==> src/sv/msxsb_pkg.sv <==
`timescale 1ns / 1ps
// Shared types, codes and constants of the sound bus decoder.
package msxsb_pkg;

    localparam int SONG_SLOTS       = 16;
    localparam int SKIP_PORT_NUMBER = 255;
    localparam int SHADOW_DEPTH     = 256;

    // Bus access codes
    localparam logic [2:0] CMD_IO_RD  = 3'd0;
    localparam logic [2:0] CMD_IO_WR  = 3'd1;
    localparam logic [2:0] CMD_MEM_RD = 3'd2;
    localparam logic [2:0] CMD_MEM_WR = 3'd3;
    localparam logic [2:0] CMD_ARM    = 3'd4;

    // Configuration register indexes
    localparam logic [2:0] CFG_GENERIC_MODE = 3'd0;
    localparam logic [2:0] CFG_WAVE_ENABLE  = 3'd1;
    localparam logic [2:0] CFG_FM_PRESENT   = 3'd2;
    localparam logic [2:0] CFG_BANK_OFFSET  = 3'd3;
    localparam logic [2:0] CFG_BANK_COUNT   = 3'd4;
    localparam logic [2:0] CFG_BANK_IS_8K   = 3'd5;
    localparam logic [2:0] CFG_TITLE_VALUE  = 3'd6;
    localparam logic [2:0] CFG_SONG_MASK    = 3'd7;

    // I/O ports
    localparam logic [7:0] PORT_SONG    = 8'h00;
    localparam logic [7:0] PORT_PLAY    = 8'h02;
    localparam logic [7:0] PORT_TITLE   = 8'h04;
    localparam logic [7:0] PORT_FM0_LAT = 8'h7c;
    localparam logic [7:0] PORT_FM0_DAT = 8'h7d;
    localparam logic [7:0] PORT_FM1_LAT = 8'hc0;
    localparam logic [7:0] PORT_FM1_DAT = 8'hc1;
    localparam logic [7:0] PORT_FM2_LAT = 8'hf0;
    localparam logic [7:0] PORT_FM2_DAT = 8'hf1;
    localparam logic [7:0] PORT_PSG_LAT = 8'ha0;
    localparam logic [7:0] PORT_PSG_WR  = 8'ha1;
    localparam logic [7:0] PORT_PSG_RD  = 8'ha2;
    localparam logic [7:0] PORT_BANK16  = 8'hfe;
    localparam logic [7:0] PORT_SKIP    = 8'(SKIP_PORT_NUMBER);

    // Memory map
    localparam logic [15:0] ADDR_FM_LAT   = 16'h7ff4;
    localparam logic [15:0] ADDR_FM_DAT   = 16'h7ff5;
    localparam logic [15:0] ADDR_MAPPER_A = 16'h9000;
    localparam logic [15:0] ADDR_MAPPER_B = 16'hb000;
    localparam logic [15:0] WAVE_MASK     = 16'hdfff;
    localparam logic [15:0] WAVE_XOR      = 16'h9800;
    localparam logic [15:0] WAVE_SPAN     = 16'h0090;
    localparam logic [15:0] WIN_BASE_A    = 16'h8000;
    localparam logic [15:0] WIN_BASE_B    = 16'ha000;
    localparam logic [7:0]  MAP_LOW_BITS  = 8'h3f;
    localparam logic [7:0]  MAP_ENABLE    = 8'h80;

    localparam logic [7:0] SONG_SLOTS_B  = 8'(SONG_SLOTS);
    localparam logic [3:0] PLAY_ARM_CNT  = 4'd8;

    typedef enum logic [3:0] {
        RT_NONE    = 4'd0,
        RT_RAM_WR  = 4'd1,
        RT_RAM_RD  = 4'd2,
        RT_PSG_WR  = 4'd3,
        RT_PSG_RD  = 4'd4,
        RT_FM_WR   = 4'd5,
        RT_WAVE_WR = 4'd6,
        RT_BANK    = 4'd7,
        RT_STAGE   = 4'd8,
        RT_PORT    = 4'd9
    } t_route;

    typedef struct packed {
        logic        generic_mode;
        logic        wave_enable;
        logic        fm_present;
        logic [7:0]  bank_offset;
        logic [6:0]  bank_count;
        logic        bank_is_8k;
        logic [7:0]  title_value;
        logic [15:0] song_present_mask;
    } t_cfg;

    typedef struct packed {
        logic [7:0] fm_latch;
        logic       wave_mapped;
        logic [3:0] play_pending;
        logic       idle_flag;
    } t_state;

    typedef struct packed {
        logic [2:0]  cmd;
        logic [15:0] address;
        logic [7:0]  data;
    } t_item;

    typedef struct packed {
        t_route      route;
        logic [15:0] target_addr;
        logic [7:0]  target_data;
        logic        window_is_8k;
        logic [7:0]  read_data;
        logic        idle;
    } t_res;

endpackage

==> src/sv/msxsb_in_if.sv <==
`timescale 1ns / 1ps
// Bus access channel interface.
interface msxsb_in_if;
    logic        valid;
    logic        ready;
    logic [2:0]  cmd;
    logic [15:0] address;
    logic [7:0]  data;

    modport source (output valid, output cmd, output address, output data, input ready);
    modport sink   (input valid, input cmd, input address, input data, output ready);
endinterface

==> src/sv/msxsb_out_if.sv <==
`timescale 1ns / 1ps
// Routed command channel interface.
interface msxsb_out_if;
    logic        valid;
    logic        ready;
    logic [3:0]  route;
    logic [15:0] target_addr;
    logic [7:0]  target_data;
    logic        window_is_8k;
    logic [7:0]  read_data;
    logic        idle;

    modport source (output valid, output route, output target_addr, output target_data,
                    output window_is_8k, output read_data, output idle, input ready);
    modport sink   (input valid, input route, input target_addr, input target_data,
                    input window_is_8k, input read_data, input idle, output ready);
endinterface

==> src/sv/msxsb_cfg_if.sv <==
`timescale 1ns / 1ps
// Configuration write channel interface.
interface msxsb_cfg_if;
    logic        valid;
    logic        ready;
    logic [2:0]  index;
    logic [15:0] wdata;

    modport source (output valid, output index, output wdata, input ready);
    modport sink   (input valid, input index, input wdata, output ready);
endinterface

==> src/sv/msxsb_ram.sv <==
`timescale 1ns / 1ps
// Generic simple dual-port RAM with registered read.
module msxsb_ram #(
    parameter int WIDTH = 8,
    parameter int DEPTH = 256
) (
    input  logic                     i_clk,
    input  logic                     i_we,
    input  logic [$clog2(DEPTH)-1:0] i_waddr,
    input  logic [WIDTH-1:0]         i_wdata,
    input  logic                     i_re,
    input  logic [$clog2(DEPTH)-1:0] i_raddr,
    output logic [WIDTH-1:0]         o_rdata
);
    logic [WIDTH-1:0] r_mem [DEPTH];
    logic [WIDTH-1:0] r_rdata;

    always_ff @(posedge i_clk) begin
        if (i_we) begin
            r_mem[i_waddr] <= i_wdata;
        end
        if (i_re) begin
            r_rdata <= r_mem[i_raddr];
        end
    end

    assign o_rdata = r_rdata;
endmodule

==> src/sv/msxsb_decode.sv <==
`timescale 1ns / 1ps
// Access decoder: routes one bus access and computes the next control state.
module msxsb_decode (
    input  msxsb_pkg::t_item  i_item,
    input  msxsb_pkg::t_cfg   i_cfg,
    input  msxsb_pkg::t_state i_state,
    input  logic [7:0]        i_shadow,
    output msxsb_pkg::t_res   o_res,
    output msxsb_pkg::t_state o_state
);
    import msxsb_pkg::*;

    logic [7:0]  p;
    logic [7:0]  d;
    logic [15:0] a;
    logic [8:0]  diff;
    logic        bank_ok;
    logic [15:0] w;
    logic        fm_port;
    logic        wave_hit;
    t_res        res;
    t_state      nxt;

    always_comb begin
        p        = i_item.address[7:0];
        d        = i_item.data;
        a        = i_item.address;
        nxt      = i_state;
        res      = '0;
        res.route = RT_NONE;
        wave_hit = 1'b0;

        // bank number relative to the image's first bank
        diff    = {1'b0, d} - {1'b0, i_cfg.bank_offset};
        bank_ok = (i_cfg.bank_count != 7'd0) && !diff[8]
                  && (diff[7:0] < {1'b0, i_cfg.bank_count});
        w       = (a & WAVE_MASK) ^ WAVE_XOR;
        fm_port = (p == PORT_FM0_LAT) || (p == PORT_FM0_DAT) || (p == PORT_FM1_LAT)
                  || (p == PORT_FM1_DAT) || (p == PORT_FM2_LAT) || (p == PORT_FM2_DAT);

        unique case (i_item.cmd)
            CMD_IO_RD: begin
                priority if (p == PORT_SKIP) begin
                    nxt.idle_flag = 1'b1;
                    res.route     = RT_PORT;
                end else if (i_cfg.generic_mode && p == PORT_PLAY) begin
                    res.route = RT_PORT;
                    if (i_state.play_pending != 4'd0) begin
                        nxt.play_pending = i_state.play_pending - 4'd1;
                        res.read_data    = 8'd1;
                    end
                end else if (i_cfg.generic_mode && p == PORT_TITLE) begin
                    res.route     = RT_PORT;
                    res.read_data = i_cfg.title_value;
                end else if (p == PORT_PSG_LAT || p == PORT_PSG_WR || p == PORT_PSG_RD) begin
                    res.route       = RT_PSG_RD;
                    res.target_addr = {15'd0, p[0]};
                end else begin
                    res.route     = RT_PORT;
                    res.read_data = i_shadow;
                end
            end
            CMD_IO_WR: begin
                if (fm_port) begin
                    if (i_cfg.generic_mode || i_cfg.fm_present) begin
                        if (!p[0]) begin
                            nxt.fm_latch = d;
                        end else begin
                            res.route       = RT_FM_WR;
                            res.target_addr = {8'd0, i_state.fm_latch};
                            res.target_data = d;
                        end
                    end
                end else if (p == PORT_PSG_LAT || p == PORT_PSG_WR) begin
                    res.route       = RT_PSG_WR;
                    res.target_addr = {15'd0, p[0]};
                    res.target_data = d;
                end else if (p == PORT_BANK16) begin
                    if (!i_cfg.bank_is_8k && bank_ok) begin
                        res.route       = RT_BANK;
                        res.target_addr = WIN_BASE_A;
                        res.target_data = diff[7:0];
                    end
                end else if (i_cfg.generic_mode && p == PORT_SONG && d < SONG_SLOTS_B
                             && i_cfg.song_present_mask[d[3:0]]) begin
                    res.route       = RT_STAGE;
                    res.target_data = d;
                end
            end
            CMD_MEM_RD: begin
                res.route       = RT_RAM_RD;
                res.target_addr = a;
            end
            CMD_MEM_WR: begin
                if (i_cfg.generic_mode && (a == ADDR_FM_LAT || a == ADDR_FM_DAT)) begin
                    if (a == ADDR_FM_LAT) begin
                        nxt.fm_latch = d;
                    end else begin
                        res.route       = RT_FM_WR;
                        res.target_addr = {8'd0, i_state.fm_latch};
                        res.target_data = d;
                    end
                end else begin
                    if (a == ADDR_MAPPER_A) begin
                        nxt.wave_mapped = ((d & MAP_LOW_BITS) == MAP_LOW_BITS);
                    end else if (a == ADDR_MAPPER_B) begin
                        if (d == MAP_ENABLE || (d & MAP_LOW_BITS) == MAP_LOW_BITS) begin
                            nxt.wave_mapped = 1'b1;
                        end
                    end else if ((i_cfg.wave_enable || i_state.wave_mapped)
                                 && w < WAVE_SPAN) begin
                        wave_hit        = 1'b1;
                        res.route       = RT_WAVE_WR;
                        res.target_addr = w;
                        res.target_data = d;
                    end
                    if (!wave_hit) begin
                        if (i_cfg.bank_is_8k && i_cfg.bank_count != 7'd0
                            && (a == ADDR_MAPPER_A || a == ADDR_MAPPER_B)) begin
                            if (bank_ok) begin
                                res.route        = RT_BANK;
                                res.target_addr  = (a == ADDR_MAPPER_A) ? WIN_BASE_A
                                                                        : WIN_BASE_B;
                                res.target_data  = diff[7:0];
                                res.window_is_8k = 1'b1;
                            end
                        end else begin
                            res.route       = RT_RAM_WR;
                            res.target_addr = a;
                            res.target_data = d;
                        end
                    end
                end
            end
            CMD_ARM: begin
                nxt.play_pending = PLAY_ARM_CNT;
                nxt.idle_flag    = 1'b0;
            end
            default: begin
                res.route = RT_NONE;
            end
        endcase

        res.idle = nxt.idle_flag;
        o_res    = res;
        o_state  = nxt;
    end
endmodule

==> src/sv/msx_sound_bus_decoder.sv <==
`timescale 1ns / 1ps
// Top level of the sound bus decoder: shadow RAM, decode stage and result register.
//
// Takes one bus access item per cycle unless the output stalls and returns one
// routed command item per access, in order; throughput is one item per clock
// when unstalled. The decode stage gets the item with the registered read of the
// 256 x 8 port shadow RAM (I/O writes store there at accept, I/O reads fetch there
// at accept, so one port per cycle suffices and no forwarding is needed), then
// evaluates it against the control registers (FM latch, mapper gate, play
// mailbox, idle flag) and loads the output register; a full output register
// stalls only when the sink holds ready low. Port shadow entries read as zero until
// first written, tracked by one valid bit per port, so there is no clearing pass
// after reset. Configuration writes are always taken and only meant while idle.
module msx_sound_bus_decoder (
    input  logic               i_clk,
    input  logic               i_rst_n,
    msxsb_in_if.sink           i_item,
    msxsb_out_if.source        o_res,
    msxsb_cfg_if.sink          i_cfg
);
    import msxsb_pkg::*;

    localparam int SH_AW = $clog2(SHADOW_DEPTH);

    t_cfg     r_cfg,     n_cfg;
    t_state   r_state;
    t_state   dec_state;
    t_res     dec_res;
    t_res     r_out;
    logic     r_out_vld;
    t_item    r_s1_item;
    logic     r_s1_vld;
    logic     r_s1_shvld;
    logic [SHADOW_DEPTH-1:0] r_sh_vld;

    logic       out_free;
    logic       s1_adv;
    logic       acc;
    logic       sh_we;
    logic [7:0] sh_rdata;
    logic [7:0] sh_byte;
    logic [SH_AW-1:0] port;

    // handshake
    assign out_free     = !r_out_vld || o_res.ready;
    assign s1_adv       = r_s1_vld && out_free;
    assign i_item.ready = !r_s1_vld || s1_adv;
    assign acc          = i_item.valid && i_item.ready;
    assign i_cfg.ready  = 1'b1;

    assign port  = i_item.address[SH_AW-1:0];
    assign sh_we = acc && (i_item.cmd == CMD_IO_WR);

    // port shadow: written by I/O writes, read for every accepted item
    msxsb_ram #(
        .WIDTH (8),
        .DEPTH (SHADOW_DEPTH)
    ) u_shadow (
        .i_clk   (i_clk),
        .i_we    (sh_we),
        .i_waddr (port),
        .i_wdata (i_item.data),
        .i_re    (acc),
        .i_raddr (port),
        .o_rdata (sh_rdata)
    );

    // RAM data holds while the item waits, since reads only happen at accept
    assign sh_byte = r_s1_shvld ? sh_rdata : 8'd0;

    msxsb_decode u_decode (
        .i_item   (r_s1_item),
        .i_cfg    (r_cfg),
        .i_state  (r_state),
        .i_shadow (sh_byte),
        .o_res    (dec_res),
        .o_state  (dec_state)
    );

    always_comb begin
        n_cfg = r_cfg;
        if (i_cfg.valid) begin
            unique case (i_cfg.index)
                CFG_GENERIC_MODE: n_cfg.generic_mode      = i_cfg.wdata[0];
                CFG_WAVE_ENABLE:  n_cfg.wave_enable       = i_cfg.wdata[0];
                CFG_FM_PRESENT:   n_cfg.fm_present        = i_cfg.wdata[0];
                CFG_BANK_OFFSET:  n_cfg.bank_offset       = i_cfg.wdata[7:0];
                CFG_BANK_COUNT:   n_cfg.bank_count        = i_cfg.wdata[6:0];
                CFG_BANK_IS_8K:   n_cfg.bank_is_8k        = i_cfg.wdata[0];
                CFG_TITLE_VALUE:  n_cfg.title_value       = i_cfg.wdata[7:0];
                CFG_SONG_MASK:    n_cfg.song_present_mask = i_cfg.wdata;
            endcase
        end
    end

    // control state
    always_ff @(posedge i_clk) begin
        if (!i_rst_n) begin
            r_cfg     <= '0;
            r_state   <= '0;
            r_sh_vld  <= '0;
            r_s1_vld  <= 1'b0;
            r_out_vld <= 1'b0;
        end else begin
            r_cfg <= n_cfg;
            if (sh_we) begin
                r_sh_vld[port] <= 1'b1;
            end
            if (s1_adv) begin
                r_state <= dec_state;
            end
            if (i_item.ready) begin
                r_s1_vld <= i_item.valid;
            end
            if (out_free) begin
                r_out_vld <= r_s1_vld;
            end
        end
    end

    // payload
    always_ff @(posedge i_clk) begin
        if (acc) begin
            r_s1_item  <= '{cmd: i_item.cmd, address: i_item.address, data: i_item.data};
            r_s1_shvld <= r_sh_vld[port];
        end
        if (s1_adv) begin
            r_out <= dec_res;
        end
    end

    assign o_res.valid        = r_out_vld;
    assign o_res.route        = r_out.route;
    assign o_res.target_addr  = r_out.target_addr;
    assign o_res.target_data  = r_out.target_data;
    assign o_res.window_is_8k = r_out.window_is_8k;
    assign o_res.read_data    = r_out.read_data;
    assign o_res.idle         = r_out.idle;
endmodule
==> src/flat_wrapper.sv <==
// flat-port wrapper written by rule: the top's interface ports become plain ports
module msx_sound_bus_decoder_flat import msxsb_pkg::*;
  (i_clk, i_rst_n, i_item_valid, i_item_cmd, i_item_address, i_item_data, i_item_ready, o_res_valid, o_res_route, o_res_target_addr, o_res_target_data, o_res_window_is_8k, o_res_read_data, o_res_idle, o_res_ready, i_cfg_valid, i_cfg_index, i_cfg_wdata, i_cfg_ready);
  msxsb_in_if i_item_i ();
  msxsb_out_if o_res_i ();
  msxsb_cfg_if i_cfg_i ();
  input  logic i_clk;
  input  logic i_rst_n;
  input wire logic [$bits(i_item_i.valid)-1:0] i_item_valid;
  input wire logic [$bits(i_item_i.cmd)-1:0] i_item_cmd;
  input wire logic [$bits(i_item_i.address)-1:0] i_item_address;
  input wire logic [$bits(i_item_i.data)-1:0] i_item_data;
  output wire logic [$bits(i_item_i.ready)-1:0] i_item_ready;
  output wire logic [$bits(o_res_i.valid)-1:0] o_res_valid;
  output wire logic [$bits(o_res_i.route)-1:0] o_res_route;
  output wire logic [$bits(o_res_i.target_addr)-1:0] o_res_target_addr;
  output wire logic [$bits(o_res_i.target_data)-1:0] o_res_target_data;
  output wire logic [$bits(o_res_i.window_is_8k)-1:0] o_res_window_is_8k;
  output wire logic [$bits(o_res_i.read_data)-1:0] o_res_read_data;
  output wire logic [$bits(o_res_i.idle)-1:0] o_res_idle;
  input wire logic [$bits(o_res_i.ready)-1:0] o_res_ready;
  input wire logic [$bits(i_cfg_i.valid)-1:0] i_cfg_valid;
  input wire logic [$bits(i_cfg_i.index)-1:0] i_cfg_index;
  input wire logic [$bits(i_cfg_i.wdata)-1:0] i_cfg_wdata;
  output wire logic [$bits(i_cfg_i.ready)-1:0] i_cfg_ready;
  assign i_item_i.valid = i_item_valid;
  assign i_item_i.cmd = i_item_cmd;
  assign i_item_i.address = i_item_address;
  assign i_item_i.data = i_item_data;
  assign i_item_ready = i_item_i.ready;
  assign o_res_valid = o_res_i.valid;
  assign o_res_route = o_res_i.route;
  assign o_res_target_addr = o_res_i.target_addr;
  assign o_res_target_data = o_res_i.target_data;
  assign o_res_window_is_8k = o_res_i.window_is_8k;
  assign o_res_read_data = o_res_i.read_data;
  assign o_res_idle = o_res_i.idle;
  assign o_res_i.ready = o_res_ready;
  assign i_cfg_i.valid = i_cfg_valid;
  assign i_cfg_i.index = i_cfg_index;
  assign i_cfg_i.wdata = i_cfg_wdata;
  assign i_cfg_ready = i_cfg_i.ready;
  msx_sound_bus_decoder u_core (.i_clk(i_clk), .i_rst_n(i_rst_n), .i_item(i_item_i), .o_res(o_res_i), .i_cfg(i_cfg_i));
endmodule
==> config.mk <==
export PLATFORM = sky130hd
export DESIGN_NAME = msx_sound_bus_decoder_flat
export DESIGN_NICKNAME = d
export VERILOG_FILES = /design/src/sv/msxsb_pkg.sv /design/src/sv/msxsb_in_if.sv /design/src/sv/msxsb_out_if.sv /design/src/sv/msxsb_cfg_if.sv /design/src/sv/msxsb_ram.sv /design/src/sv/msxsb_decode.sv /design/src/sv/msx_sound_bus_decoder.sv /design/src/flat_wrapper.sv
export SDC_FILE = /design/constraint.sdc
export NUM_CORES = 2
export LEC_CHECK = 0
export BUFFER_PORTS_ARGS = -buffer_cell sky130_fd_sc_hd__buf_2
export CORE_UTILIZATION = 28
export DETAILED_ROUTE_END_ITERATION = 10
export PLACE_DENSITY = 0.38
export SYNTH_ARGS = -nofsm -noshare
export SYNTH_HDL_FRONTEND = slang
export SYNTH_SLANG_ARGS = --single-unit
==> constraint.sdc <==
create_clock -name i_clk -period 4.87 [get_ports i_clk]
set_input_delay 0 -clock i_clk [delete_from_list [all_inputs] [get_ports i_clk]]
set_output_delay 0 -clock i_clk [all_outputs]
set_load 0.03 [all_outputs]
==> impl_metrics.json <==
{
  "die_y_um": 583,
  "synthXorXnorAreaFrac": 0.000463,
  "startpoint_type": "flip-flop",
  "wl_per_cell_um": 30.2,
  "synth_fp_nets": 4855,
  "synth_ff_type": "edfxtp_1",
  "drc": 0,
  "rsz0062_at_grt": "false",
  "numCtsBuffers": 286,
  "r2r-end": "u_core.o_res.target_data[0]",
  "cts_resized": 0,
  "syn-instance-count": 4788,
  "synth_most_common_cell": "edfxtp_1",
  "criticalPathCategory": "reg2reg",
  "p_leak_uw": 0.0363,
  "synth.largest_area_cell": "edfxtp_1",
  "irDropWorstVdd_mv": 0.236,
  "cts_buffer_depth": 4,
  "reg2reg_from": "u_core.r_cfg[33]",
  "synth_simple_gate_area_frac": 0.0311,
  "antenna_found_initial": 30,
  "critPathRequiredTime_ns": 5.58,
  "grt_pass1_wl_um": 427000,
  "cts_tree": "yes",
  "cts_setup_buffers": 0,
  "skew_ns": 0.0482,
  "power_frac_comb": 0.052,
  "swShare": 0.225,
  "hold_start": "i_cfg_wdata[2]",
  "coreArea_um2": 337000,
  "path_max_fanout": 8,
  "place_hpwl_um": 196000,
  "totalWireLength_um": 309000,
  "clkPwrFrac": 0.457,
  "ys_ff_latch": 2437,
  "io_pins": 92,
  "num-fill-cells": 31900,
  "crit_chain": "inv_1 > ha_1 > nor2b_1 > o21ai_0 > nand2_1 > a31oi_1 > xor2_1 > inv_1 > ha_1 > a21o_1 > a22o_1 > nor4_1 > o21ai_1 > o311a_1 > o22ai_1",
  "syn_area_um2": 94700,
  "rows": 213,
  "drtIter0Drc": 4406,
  "finalSetupViolations": 0,
  "antenna_left": 0,
  "synth_top_family_by_area": "multiplexers",
  "synth_compound_area_frac": 0.0456,
  "hold_viol_final": 0,
  "p_int_uw": 35900,
  "cts_hold_buffers": 107,
  "power.density_nw_per_um2": 408,
  "power.switching_uw": 10400,
  "vias": 49700,
  "critPathSlowestCell": "nor4_1",
  "via_per_inst": 4.87,
  "syn_avg_cell_area_um2": 19.8,
  "gp_congestion": 0.809,
  "cp-end-kind": "flip-flop",
  "htreeDepth": 5,
  "critPathMaxStageDelay_ns": 0.46,
  "synthAdderAreaFrac": 0.00219,
  "grt_max_degree": 150,
  "timing.fmax_ghz": 0.241,
  "grt_pass1_vias": 51000,
  "dr.pass1.iters": 5,
  "finalCriticalPeriod_ns": 4.15,
  "io_buffers": 90,
  "synth_area_leaders": "edfxtp_1 (67%), mux4_2 (15%), dfxtp_1 (6.7%)",
  "fin_crit_sh": 0.852,
  "async_flop_share": 0,
  "reg2reg_depth": 15,
  "clk_pin_slew_ns": 0.06,
  "yosys.area.top_type_share": 0.673,
  "final_max_slew_viol_count": 0,
  "yosys-mux-area-fraction": 0.164,
  "utilization": 0.338,
  "grt-ovfl-total": 0,
  "die_w_um": 583,
  "cp.arrival_ns": 4.86,
  "seqPwrFrac": 0.492,
  "cap_violations": 0,
  "yosys_warnings": 0,
  "min_path_type": "in2reg",
  "syn2layout_area_growth_pct": 20.2,
  "drive_gt1_frac": 0.287,
  "yosysUniqueCellTypes": 70,
  "synth-edff-count": 2122,
  "status": "finished, final reports clean",
  "grt_usage": 0.179,
  "holdPathEnd": "u_core.r_cfg[2]",
  "tightestPinTransition_ns": 1.25,
  "hold_depth": 4,
  "yosys-top-cells-count": "edfxtp_1 (2122), mux4_2 (645), dfxtp_1 (315), nor2_1 (307), o21a_1 (270)",
  "start_util": 0.281,
  "r2r_slack_ns": 0.72,
  "dieArea_um2": 340000,
  "clk_latency_ns": 0.89,
  "tns_ns": 0,
  "cts_root_buf": "clkbuf_16",
  "final_nets": 5516,
  "max_slew_margin": 0.163,
  "cts.sinks": 2437,
  "ys_seq_area_frac": 0.740
}
==> area by class of cell <==
type,count,area [um^2],area share
multi-input combinational,2038,23200,0.204
inverter,29,116,0.00102
sequential,2437,70000,0.616
clock buffer,415,8060,0.0708
antenna,11,27.5,0.000242
tap,4515,5650,0.0497
clock inverter,105,1150,0.0101
timing repair buffer,657,5560,0.0488
==> cells in the final DEF (no fill, tap or decap), drive strengths merged, types with 20 or more instances in the layout <==
| cell type | n |
|---|---|
| nor3 | 20 |
| edfxtp | 2122 |
| o21ai | 26 |
| dlygate4sd3 | 107 |
| nand3 | 27 |
| mux2i | 102 |
| mux4 | 645 |
| o21a | 270 |
| a21boi | 40 |
| dfxtp | 315 |
| inv | 46 |
| nand2 | 177 |
| nor2b | 32 |
| clkinv | 69 |
| nor2 | 308 |
| o22ai | 33 |
| a21oi | 66 |
| clkbuf | 416 |
| buf | 549 |
| a22oi | 86 |
==> routing by layer <==
layer	GRT usage	vias up	wire length (um)
met1	0.259	27000	142000
met3	0.0229	388	15200
met4	0.0415	2	7280
met5	0	-	12
met2	0.287	1330	144000
li1	-	21000	-
==> per-stage QoR <==
step | hold WS (ns) | cells | instance area, um^2 | power (uW) | setup slack (ns)
2_1_floorplan | 0.0989 | 4788 | 94700 | 24300 | 1.10
3_3_place_gp | 0.180 | 9569 | 103000 | 25700 | 0.702
3_5_place_dp | 0.178 | 9569 | 103000 | 25700 | 0.784
4_1_cts | 0.00870 | 10200 | 114000 | 47100 | 0.757
5_1_grt | 0.0514 | 10200 | 114000 | 47800 | 0.374
6_report | 0.0594 | 10200 | 114000 | 46400 | 0.720
==> worst max-delay path: cells and delay by family (launching register included) <==
kind                       cells  cell delay [ns]
DFF                            1             0.38
xor gates and xnor gates       1             0.31
AOI/OAI and AO/OA              7             1.86
adders and majority gates      2             0.55
and+or+nand+nor                3             0.73
buffers and inverters          2             0.14
==> power by group through the flow <==
| stage | clock network (uW) | logic (uW) | registers [uW] |
|---|---|---|---|
| finish | 21200 | 2410 | 22800 |
| global route | 22500 | 2550 | 22800 |
| CTS | 21800 | 2480 | 22800 |
| detailed placement | 0 | 2420 | 23200 |
| global placement | 0 | 2410 | 23200 |
| floorplan | 0 | 1120 | 23200 |
==> sequential cells by signal, summed over array words and instances, names as in the netlist <==
name / flops
u_core.o_res.valid: 1
u_core.o_res.read_data: 8
u_core.o_res.target_data: 8
u_core.o_res.route: 4
u_core.u_shadow.o_rdata: 8
u_core.r_s1_shvld: 1
u_core.r_s1_item: 27
u_core.o_res.target_addr: 16
u_core.r_sh_vld: 256
u_core.r_s1_vld: 1
u_core.o_res.window_is_8k: 1
u_core.r_state: 14
u_core.r_cfg: 43
u_core.u_shadow.r_mem: 2048
u_core.o_res.idle: 1
==> worst max path at each step <==
stage | startpoint | endpoint | slack [ns] | depth (start not counted)
after floorplan | u_core.o_res.valid | u_core.u_shadow.r_mem[231][0] | 1.10 | 9
final | u_core.r_cfg[33] | u_core.o_res.target_data[0] | 0.72 | 15
after CTS | u_core.r_cfg[33] | u_core.o_res.target_data[0] | 0.76 | 15
after global routing | u_core.r_cfg[33] | u_core.o_res.target_data[1] | 0.37 | 15
after detailed placement | u_core.r_cfg[33] | u_core.o_res.target_data[0] | 0.78 | 15
after global placement | u_core.r_cfg[33] | u_core.o_res.target_data[5] | 0.70 | 15
==> cells by family (layout without fill, tap and decap cells) <==
logic type / Yosys count / count (layout)
flops: 2437 / 2437
mux: 748 / 748
simple gates: 667 / 667
compound gates: 601 / 601
buf+inv: 313 / 1206
fa+ha+maj: 16 / 16
xor+xnor: 5 / 5
other cells: 1 / 12
No activity file was read; power rests on OpenSTA's default activity.
